--- config.mk ---
export PLATFORM = sky130hd
export DESIGN_NAME = grid_obstacle_map_neighbors_flat
export DESIGN_NICKNAME = d
export VERILOG_FILES = /design/src/design/gomn_pkg.sv /design/src/design/gomn_in_if.sv /design/src/design/gomn_out_if.sv /design/src/design/gomn_cfg_if.sv /design/src/design/gomn_row_ram.sv /design/src/design/grid_obstacle_map_neighbors.sv /design/src/flat_wrapper.sv
export SDC_FILE = /design/constraint.sdc
export NUM_CORES = 2
export LEC_CHECK = 0
export BUFFER_PORTS_ARGS = -buffer_cell sky130_fd_sc_hd__buf_4
export CAP_MARGIN = 15
export CORE_MARGIN = 2
export CORE_UTILIZATION = 28
export CTS_CLUSTER_DIAMETER = 30
export CTS_CLUSTER_SIZE = 16
export DETAILED_ROUTE_END_ITERATION = 8
export SLEW_MARGIN = 20
export SYNTH_ARGS = -nofsm -noshare
export SYNTH_HDL_FRONTEND = slang
export SYNTH_SLANG_ARGS = --single-unit
--- constraint.sdc ---
create_clock -name clk -period 6.6 [get_ports clk]
set_clock_uncertainty 0.15 [all_clocks]
set_input_delay 0 -clock clk [delete_from_list [all_inputs] [get_ports clk]]
set_output_delay 0 -clock clk [all_outputs]
set_load 0.05 [all_outputs]
--- src/design/gomn_pkg.sv ---
package gomn_pkg;

	localparam int COORD_W      = 6;
	localparam int DIM_W        = 6;
	localparam int CFG_IDX_W    = 2;
	localparam int MAX_SIDE_DEF = 64;
	localparam logic [DIM_W-1:0] INTERIOR_RESET = 6'd62;

	localparam logic [CFG_IDX_W-1:0] REG_INTERIOR_W = 2'd0;
	localparam logic [CFG_IDX_W-1:0] REG_INTERIOR_H = 2'd1;

	typedef enum logic [1:0] {
		OP_SET   = 2'd0,
		OP_QUERY = 2'd1,
		OP_NEIGH = 2'd2
	} op_t;

endpackage

--- src/design/gomn_in_if.sv ---
interface gomn_in_if import gomn_pkg::*; ();
	logic               valid;
	logic               ready;
	logic [1:0]         op;
	logic [COORD_W-1:0] coord_x;
	logic [COORD_W-1:0] coord_y;

	modport source (output valid, output op, output coord_x, output coord_y, input ready);
	modport sink (input valid, input op, input coord_x, input coord_y, output ready);
endinterface

--- src/design/gomn_out_if.sv ---
interface gomn_out_if import gomn_pkg::*; ();
	logic               valid;
	logic               ready;
	logic [COORD_W-1:0] out_x;
	logic [COORD_W-1:0] out_y;
	logic               blocked;
	logic               ok;
	logic               last;

	modport source (output valid, output out_x, output out_y, output blocked, output ok,
		output last, input ready);
	modport sink (input valid, input out_x, input out_y, input blocked, input ok,
		input last, output ready);
endinterface

--- src/design/gomn_cfg_if.sv ---
interface gomn_cfg_if import gomn_pkg::*; ();
	logic                 valid;
	logic                 ready;
	logic [CFG_IDX_W-1:0] index;
	logic [DIM_W-1:0]     data;

	modport source (output valid, output index, output data, input ready);
	modport sink (input valid, input index, input data, output ready);
endinterface

--- src/design/gomn_row_ram.sv ---
module gomn_row_ram import gomn_pkg::*; #(
	parameter int MAX_SIDE = MAX_SIDE_DEF,
	localparam int AW = $clog2(MAX_SIDE)
) (
	input  logic                clk,
	input  logic                arst_n,
	input  logic                rd_en,
	input  logic [AW-1:0]       rd_addr,
	output logic [MAX_SIDE-1:0] rd_data,
	input  logic                wr_en,
	input  logic [AW-1:0]       wr_addr,
	input  logic [MAX_SIDE-1:0] wr_data
);

	logic [MAX_SIDE-1:0] mem [MAX_SIDE];
	logic [MAX_SIDE-1:0] row_written_q;
	logic [MAX_SIDE-1:0] data_q;
	logic                hit_q;

	always_ff @(posedge clk) begin
		if (wr_en) begin
			mem[wr_addr] <= wr_data;
		end
		if (rd_en) begin
			data_q <= mem[rd_addr];
		end
	end

	// a row never written reads as all free
	always_ff @(posedge clk or negedge arst_n) begin
		if (!arst_n) begin
			row_written_q <= '0;
			hit_q         <= 1'b0;
		end else begin
			if (wr_en) begin
				row_written_q[wr_addr] <= 1'b1;
			end
			if (rd_en) begin
				hit_q <= row_written_q[rd_addr];
			end
		end
	end

	assign rd_data = hit_q ? data_q : '0;

endmodule

--- src/design/grid_obstacle_map_neighbors.sv ---
// Obstacle map of a grid of (interior_width+2) x (interior_height+2) cells, sides clamped to
// MAX_SIDE, whose outer ring always reads as blocked; coordinates off the grid read as blocked
// too. The map is held one grid row per word in a row memory with a registered read port
// and a separate write port; the block handles one request at a time. A set or a query
// runs through accept, row read, and read-modify-write or compare. A neighbor
// expansion reads the rows above, at and below the cell in turn through the one read port and
// then hands out its 1 to 4 results one per cycle while the output takes them. Each row has a
// written flag cleared by reset, so the map is clear at once after reset with no clearing
// pass. Configuration writes are taken in any cycle.
module grid_obstacle_map_neighbors import gomn_pkg::*; #(
	parameter int MAX_SIDE = MAX_SIDE_DEF
) (
	input  logic        clk,
	input  logic        arst_n,
	gomn_in_if.sink     req,
	gomn_out_if.source  rsp,
	gomn_cfg_if.sink    cfg
);

	localparam int AW = $clog2(MAX_SIDE);
	localparam int EW = ($clog2(MAX_SIDE + 1) > COORD_W + 1) ? $clog2(MAX_SIDE + 1) : COORD_W + 1;
	localparam logic [EW-1:0] SIDE = EW'(MAX_SIDE);

	typedef enum logic [2:0] {
		ST_IDLE,
		ST_ROW,
		ST_ROW_D,
		ST_N_UP,
		ST_N_MID,
		ST_N_DN,
		ST_N_CAP,
		ST_EMIT
	} state_t;

	state_t             state_q;
	op_t                op_q;
	logic [COORD_W-1:0] x_q;
	logic [COORD_W-1:0] y_q;
	logic [3:0]         mask_q;
	logic               row_in_s1;
	logic [DIM_W-1:0]   iw_q;
	logic [DIM_W-1:0]   ih_q;

	logic               out_valid_q;
	logic [COORD_W-1:0] out_x_q;
	logic [COORD_W-1:0] out_y_q;
	logic               blocked_q;
	logic               ok_q;
	logic               last_q;

	logic [EW-1:0]       gw;
	logic [EW-1:0]       gh;
	logic [EW-1:0]       ex;
	logic [EW-1:0]       ey;
	logic [EW-1:0]       rd_row;
	logic                rd_issue;
	logic                rd_en;
	logic [MAX_SIDE-1:0] rd_data;
	logic [MAX_SIDE-1:0] wr_data;
	logic                wr_en;
	logic                out_free;
	logic                out_load;
	logic                inside_xy;
	logic [1:0]          pick;
	logic [3:0]          rest;
	logic [COORD_W-1:0]  nb_x;
	logic [COORD_W-1:0]  nb_y;

	function automatic logic row_bit(input logic [MAX_SIDE-1:0] row, input logic [EW-1:0] c);
		logic b;
		b = 1'b0;
		if (c < SIDE) begin
			b = row[c[AW-1:0]];
		end
		return b;
	endfunction

	function automatic logic is_blocked(input logic [EW-1:0] cx, input logic [EW-1:0] cy,
		input logic [EW-1:0] w, input logic [EW-1:0] h, input logic mark);
		logic b;
		b = (cx >= w) || (cy >= h) || (cx == '0) || (cy == '0)
			|| (cx == w - EW'(1)) || (cy == h - EW'(1)) || mark;
		return b;
	endfunction

	always_comb begin
		logic [EW-1:0] w_raw;
		logic [EW-1:0] h_raw;
		w_raw = EW'(iw_q) + EW'(2);
		h_raw = EW'(ih_q) + EW'(2);
		gw = (w_raw > SIDE) ? SIDE : w_raw;
		gh = (h_raw > SIDE) ? SIDE : h_raw;
	end

	assign ex = EW'(x_q);
	assign ey = EW'(y_q);
	assign inside_xy = (ex < gw) && (ey < gh);

	// row address of the read issued in this state; row 0 minus one wraps far outside
	always_comb begin
		rd_row   = ey;
		rd_issue = 1'b0;
		case (state_q)
			ST_ROW, ST_N_MID: begin
				rd_row   = ey;
				rd_issue = 1'b1;
			end
			ST_N_UP: begin
				rd_row   = ey - EW'(1);
				rd_issue = 1'b1;
			end
			ST_N_DN: begin
				rd_row   = ey + EW'(1);
				rd_issue = 1'b1;
			end
			default: begin
				rd_row   = ey;
				rd_issue = 1'b0;
			end
		endcase
	end

	assign rd_en    = rd_issue && (rd_row < SIDE);
	assign out_free = !out_valid_q || rsp.ready;
	assign out_load = ((state_q == ST_ROW_D) || (state_q == ST_EMIT)) && out_free;
	assign wr_en    = (state_q == ST_ROW_D) && out_free && (op_q == OP_SET) && inside_xy;
	assign wr_data  = rd_data | (MAX_SIDE'(1) << ex);

	gomn_row_ram #(
		.MAX_SIDE(MAX_SIDE)
	) u_row_ram (
		.clk     (clk),
		.arst_n  (arst_n),
		.rd_en   (rd_en),
		.rd_addr (rd_row[AW-1:0]),
		.rd_data (rd_data),
		.wr_en   (wr_en),
		.wr_addr (ey[AW-1:0]),
		.wr_data (wr_data)
	);

	// pick the first free neighbor in up, left, right, down order
	always_comb begin
		if (mask_q[0]) begin
			pick = 2'd0;
		end else if (mask_q[1]) begin
			pick = 2'd1;
		end else if (mask_q[2]) begin
			pick = 2'd2;
		end else begin
			pick = 2'd3;
		end
		rest = mask_q & ~(4'b0001 << pick);
		case (pick)
			2'd0: begin
				nb_x = x_q;
				nb_y = y_q - COORD_W'(1);
			end
			2'd1: begin
				nb_x = x_q - COORD_W'(1);
				nb_y = y_q;
			end
			2'd2: begin
				nb_x = x_q + COORD_W'(1);
				nb_y = y_q;
			end
			default: begin
				nb_x = x_q;
				nb_y = y_q + COORD_W'(1);
			end
		endcase
	end

	always_ff @(posedge clk or negedge arst_n) begin
		if (!arst_n) begin
			state_q     <= ST_IDLE;
			op_q        <= OP_SET;
			x_q         <= '0;
			y_q         <= '0;
			mask_q      <= '0;
			row_in_s1   <= 1'b0;
			out_valid_q <= 1'b0;
			out_x_q     <= '0;
			out_y_q     <= '0;
			blocked_q   <= 1'b0;
			ok_q        <= 1'b0;
			last_q      <= 1'b0;
		end else begin
			if (out_load) begin
				out_valid_q <= 1'b1;
			end else if (rsp.valid && rsp.ready) begin
				out_valid_q <= 1'b0;
			end
			if (rd_issue) begin
				row_in_s1 <= rd_row < SIDE;
			end
			case (state_q)
				ST_IDLE: begin
					if (req.valid) begin
						x_q <= req.coord_x;
						y_q <= req.coord_y;
						case (req.op)
							OP_SET: begin
								op_q    <= OP_SET;
								state_q <= ST_ROW;
							end
							OP_QUERY: begin
								op_q    <= OP_QUERY;
								state_q <= ST_ROW;
							end
							OP_NEIGH: begin
								op_q    <= OP_NEIGH;
								state_q <= ST_N_UP;
							end
							default: state_q <= ST_IDLE;
						endcase
					end
				end
				ST_ROW: state_q <= ST_ROW_D;
				ST_ROW_D: begin
					if (out_free) begin
						out_x_q     <= x_q;
						out_y_q     <= y_q;
						last_q      <= 1'b1;
						if (op_q == OP_SET) begin
							blocked_q <= 1'b0;
							ok_q      <= inside_xy;
						end else begin
							blocked_q <= is_blocked(ex, ey, gw, gh, row_bit(rd_data, ex) && row_in_s1);
							ok_q      <= 1'b0;
						end
						state_q <= ST_IDLE;
					end
				end
				ST_N_UP: state_q <= ST_N_MID;
				ST_N_MID: begin
					mask_q[0] <= !is_blocked(ex, ey - EW'(1), gw, gh,
						row_bit(rd_data, ex) && row_in_s1);
					state_q <= ST_N_DN;
				end
				ST_N_DN: begin
					mask_q[1] <= !is_blocked(ex - EW'(1), ey, gw, gh,
						row_bit(rd_data, ex - EW'(1)) && row_in_s1);
					mask_q[2] <= !is_blocked(ex + EW'(1), ey, gw, gh,
						row_bit(rd_data, ex + EW'(1)) && row_in_s1);
					state_q <= ST_N_CAP;
				end
				ST_N_CAP: begin
					mask_q[3] <= !is_blocked(ex, ey + EW'(1), gw, gh,
						row_bit(rd_data, ex) && row_in_s1);
					state_q <= ST_EMIT;
				end
				ST_EMIT: begin
					if (out_free) begin
						blocked_q   <= 1'b0;
						if (mask_q == '0) begin
							// no free neighbor at all
							out_x_q <= '0;
							out_y_q <= '0;
							ok_q    <= 1'b0;
							last_q  <= 1'b1;
							state_q <= ST_IDLE;
						end else begin
							out_x_q <= nb_x;
							out_y_q <= nb_y;
							ok_q    <= 1'b1;
							last_q  <= (rest == '0);
							mask_q  <= rest;
							if (rest == '0) begin
								state_q <= ST_IDLE;
							end
						end
					end
				end
				default: state_q <= ST_IDLE;
			endcase
		end
	end

	always_ff @(posedge clk or negedge arst_n) begin
		if (!arst_n) begin
			iw_q <= INTERIOR_RESET;
			ih_q <= INTERIOR_RESET;
		end else if (cfg.valid) begin
			case (cfg.index)
				REG_INTERIOR_W: iw_q <= cfg.data;
				REG_INTERIOR_H: ih_q <= cfg.data;
				default: ;
			endcase
		end
	end

	assign req.ready   = (state_q == ST_IDLE);
	assign cfg.ready   = 1'b1;
	assign rsp.valid   = out_valid_q;
	assign rsp.out_x   = out_x_q;
	assign rsp.out_y   = out_y_q;
	assign rsp.blocked = blocked_q;
	assign rsp.ok      = ok_q;
	assign rsp.last    = last_q;

endmodule
--- src/flat_wrapper.sv ---
// flat-port wrapper written by rule: the top's interface ports become plain ports
module grid_obstacle_map_neighbors_flat import gomn_pkg::*;
#(
	parameter int MAX_SIDE = MAX_SIDE_DEF
)
  (clk, arst_n, req_valid, req_op, req_coord_x, req_coord_y, req_ready, rsp_valid, rsp_out_x, rsp_out_y, rsp_blocked, rsp_ok, rsp_last, rsp_ready, cfg_valid, cfg_index, cfg_data, cfg_ready);
  gomn_in_if req_i ();
  gomn_out_if rsp_i ();
  gomn_cfg_if cfg_i ();
  input  logic clk;
  input  logic arst_n;
  input wire logic [$bits(req_i.valid)-1:0] req_valid;
  input wire logic [$bits(req_i.op)-1:0] req_op;
  input wire logic [$bits(req_i.coord_x)-1:0] req_coord_x;
  input wire logic [$bits(req_i.coord_y)-1:0] req_coord_y;
  output wire logic [$bits(req_i.ready)-1:0] req_ready;
  output wire logic [$bits(rsp_i.valid)-1:0] rsp_valid;
  output wire logic [$bits(rsp_i.out_x)-1:0] rsp_out_x;
  output wire logic [$bits(rsp_i.out_y)-1:0] rsp_out_y;
  output wire logic [$bits(rsp_i.blocked)-1:0] rsp_blocked;
  output wire logic [$bits(rsp_i.ok)-1:0] rsp_ok;
  output wire logic [$bits(rsp_i.last)-1:0] rsp_last;
  input wire logic [$bits(rsp_i.ready)-1:0] rsp_ready;
  input wire logic [$bits(cfg_i.valid)-1:0] cfg_valid;
  input wire logic [$bits(cfg_i.index)-1:0] cfg_index;
  input wire logic [$bits(cfg_i.data)-1:0] cfg_data;
  output wire logic [$bits(cfg_i.ready)-1:0] cfg_ready;
  assign req_i.valid = req_valid;
  assign req_i.op = req_op;
  assign req_i.coord_x = req_coord_x;
  assign req_i.coord_y = req_coord_y;
  assign req_ready = req_i.ready;
  assign rsp_valid = rsp_i.valid;
  assign rsp_out_x = rsp_i.out_x;
  assign rsp_out_y = rsp_i.out_y;
  assign rsp_blocked = rsp_i.blocked;
  assign rsp_ok = rsp_i.ok;
  assign rsp_last = rsp_i.last;
  assign rsp_i.ready = rsp_ready;
  assign cfg_i.valid = cfg_valid;
  assign cfg_i.index = cfg_index;
  assign cfg_i.data = cfg_data;
  assign cfg_ready = cfg_i.ready;
  grid_obstacle_map_neighbors #(.MAX_SIDE(MAX_SIDE)) u_core (.clk(clk), .arst_n(arst_n), .req(req_i), .rsp(rsp_i), .cfg(cfg_i));
endmodule
==> metrics.txt <==
Worst path max stage delay=0.70 ns; IO Pins=45; NumNets Final=8826; wire length per cell=28.73 um; Synth top area share=74.87%; Post-synth EDFFs=4160; critical path data arrival time=6.01 ns; gr ovfl total=0; Global Route Usage Sum=15.85%; Final Hold Viols=0; most frequent cell after synthesis=edfxtp_1; crit path time final=5.399 ns; RSZ-0062 raised after global routing=false; Worst-path clk slew=0.06 ns; final total power=112.5 mW; status=finished, final reports clean; sw frac=34.43%; net switching power=38.75 mW; Peak VDD IR=0.0005734 V; YS warnings=0; Comb power frac=35.3%; Register Area=127800 um2; Pleak=66.79 nW; Initial Util=28.10%; CTS tree=done; Critical Path Start=u_core.y_q[0]; syn_area_per_cell=20.95 um2; # DRC=0; CP startpoint kind=flip-flop; die height=775.9 um; R2R depth=12; vias per inst=5.203; DP HPWL=263600 um; die width=775.9 um; hold path startpoint=cfg_data[0]; max-slew violation count=0; Crit Path Class=flip-flop to flip-flop; Netlist cell types=78; later-pin clock latency in the skew report=1.08 ns; CP endpoint kind=flip-flop; Num CTS Buffers=733; clock group share of total power=33.4%; drt initial violations=13.02k; DR pass1 iterations=6; hold path cells=4; register share of total power=31.2%; Gate Count Post-Synth=7964; Max H-tree Level=6; Synth-to-Final Area Change=23.50%; Fin Setup TNS=0 ns; root buffer cell=clkbuf_16; Worst Path Required=7.21 ns; Core Footprint=593800 um2; Mapped Area=166800 um2; Synth top cells by count=edfxtp_1, mux4_2, nand2_1; number of fill cells in the layout=54.17k; row cnt=283; max cap viols=0; Top delay family on crit path=compound AO/OA/AOI/OAI gates; most common flop cell mapped by yosys=edfxtp_1; Post-Route WL=494100 um; Fmax achieved=185.2 MHz; layout cells sized above 1=31.76%; IO Port Bufs=43; GP Congestion=0.8508; Worst-Margin Slew=1.225 ns; Die ar.=602100 um2; sequential share of the synthesized area=76.60%; period utilization=81.80%; first-pass GRT wire length=695100 um; Post-Syn Nets=8058; HP Class=primary input to flip-flop; Post-synth ARST share=2.690%; Rel. slew slack=18.17%; via count=89.49k; cell depth of the worst setup path=12; vias in the first global route=91.27k; DRT antenna net count=0; CTS sink cnt=4275; Final setup viols=0; Power Density=546.2 nW/um2; CP max-delay cell=dfrtp_1; critical path, cell by cell=inv_1, ha_1, o22ai_1, a21o_4, buf_16, buf_12, buf_4, mux4_2, nand2_1, nand3_1, nand4_1, a211oi_1; largest net degree at the start of global routing=127; Post-CTS Setup Repair Bufs=0; FF-to-FF Start=u_core.y_q[0]; CTS Buffer Depth=4; top cells by area, synth=edfxtp_1, mux4_2, dfrtp_1; Cells after DPL=15.75k; CP Max Fanout=57; Synth Register Bits=4275; antenna violations before repair=23; Non-Filler Instances=17.20k; Multi-input gate area=38170 um2; WP buf/inv=4; internal power=73.80 mW; post-synth top area cell=edfxtp_1
-- layout by cell type, fill, tap and decap left out, types with 29 or more instances in the layout --
cell type / n
a211oi_1: 65
a21oi_1: 45
a221oi_1: 58
a22o_1: 63
a22oi_1: 135
and3_1: 69
buf_12: 106
buf_4: 294
bufinv_16: 78
clkbuf_1: 75
clkbuf_16: 735
clkinv_1: 83
clkinv_2: 96
clkinv_4: 63
clkinvlp_4: 98
dfrtp_1: 103
dlygate4sd3_1: 77
edfxtp_1: 4160
ha_1: 64
inv_1: 35
inv_6: 75
mux2_2: 29
mux2i_1: 35
mux4_2: 1080
nand2_1: 660
nand3_1: 284
nand4_1: 76
nor2_1: 47
nor2_4: 68
o21ai_0: 43
o21ai_4: 64
or2_2: 69
xnor2_1: 41
-- cell type report --
class                           instances  share of cell area (%)
Clock buffer                          810                   9.063
Sequential cell                      4275                   62.03
Antenna cell                            5                0.006072
Multi-Input combinational cell       3201                   18.53
Clock inverter                        549                   3.009
Inverter                               39                 0.07226
Tap cell                             7837                   4.759
Timing Repair Buffer                  482                   2.534
-- sequential cells by signal, summed over array words and instances (netlist names), 2 cells and up --
name,count
u_core.state_q,3
u_core.y_q,6
u_core.u_row_ram.data_q,64
u_core.ih_q,6
u_core.rsp.out_y,6
u_core.rsp.out_x,6
u_core.u_row_ram.row_written_q,64
u_core.op_q,2
u_core.iw_q,6
u_core.x_q,6
u_core.mask_q,4
u_core.u_row_ram.mem,4096
-- path summary, 6_finish.rpt --
path | to | slack, ns
worst min-delay path | u_core.iw_q[0] | 0.20
worst max register to register | u_core.u_row_ram.data_q[34] | 1.20
max in group asynchronous | u_core.u_row_ram.hit_q | 4.88
min in group asynchronous | u_core.iw_q[0] | 0.46
worst max-delay path | u_core.u_row_ram.data_q[34] | 1.20
worst min register to register | u_core.u_row_ram.row_written_q[46] | 0.32
-- power groups by stage --
stage                     registers [mW]  logic (mW)  clock network, mW
after CTS                           35.1        39.8               38.0
after floorplan                     35.6        26.1                  0
after global placement              35.5        39.0                  0
after global routing                35.1        42.0               39.3
final                               35.1        39.8               37.6
after detailed placement            35.6        39.5                  0
-- cells by family after synthesis --
kind of cell,count (synthesis),synth area share [%]
AO/OA/AOI/OAI,567,2.488
buffers and inverters,488,1.309
other,1,0.002248
flip-flops,4275,76.60
AND/OR/NAND/NOR,1354,3.728
multiplexers,1144,14.98
adder cells (fa/ha/maj),67,0.5114
XOR/XNOR,68,0.3727
-- worst register-to-register path, stage by stage (launching register included) --
cell      delay, ns
dfrtp_1        0.70
inv_1          0.25
ha_1           0.46
o22ai_1        0.27
a21o_4         0.61
buf_16         0.32
buf_12         0.44
buf_4          0.47
mux4_2         0.30
nand2_1        0.05
nand3_1        0.18
nand4_1        0.24
a211oi_1       0.67
-- routing by layer --
layer / share of wire, % / wire length, um / vias up / GRT usage (%)
met5: 0.011 / 55 / - / 0
met4: 3.5 / 17250 / 6 / 5.506
met3: 11 / 52460 / 965 / 4.007
met2: 47 / 233700 / 5389 / 25.41
met1: 39 / 190600 / 48109 / 20.97
li1: - / - / 35019 / -
-- through the flow --
stage | area, um2 | worst slack [ns] | utilization [%] | hold WS (ns)
after floorplan | 166800 | 0.3985 | - | -0.4456
after global placement | 180300 | 1.055 | 30.36 | -0.07677
after detailed placement | 180300 | 1.190 | 30.36 | -0.06109
after CTS | 206000 | 1.181 | 34.68 | 0.1222
after global routing | 206000 | 1.063 | 34.70 | 0.1867
final | 206100 | 1.201 | 34.70 | 0.1981
-- timing repair --
item                                   4_1_cts  5_1_grt
endpoints found under the hold margin      155        0
hold buffers                                78        0
gates resized for setup                      0        0
No activity file was read; power rests on OpenSTA's default activity.
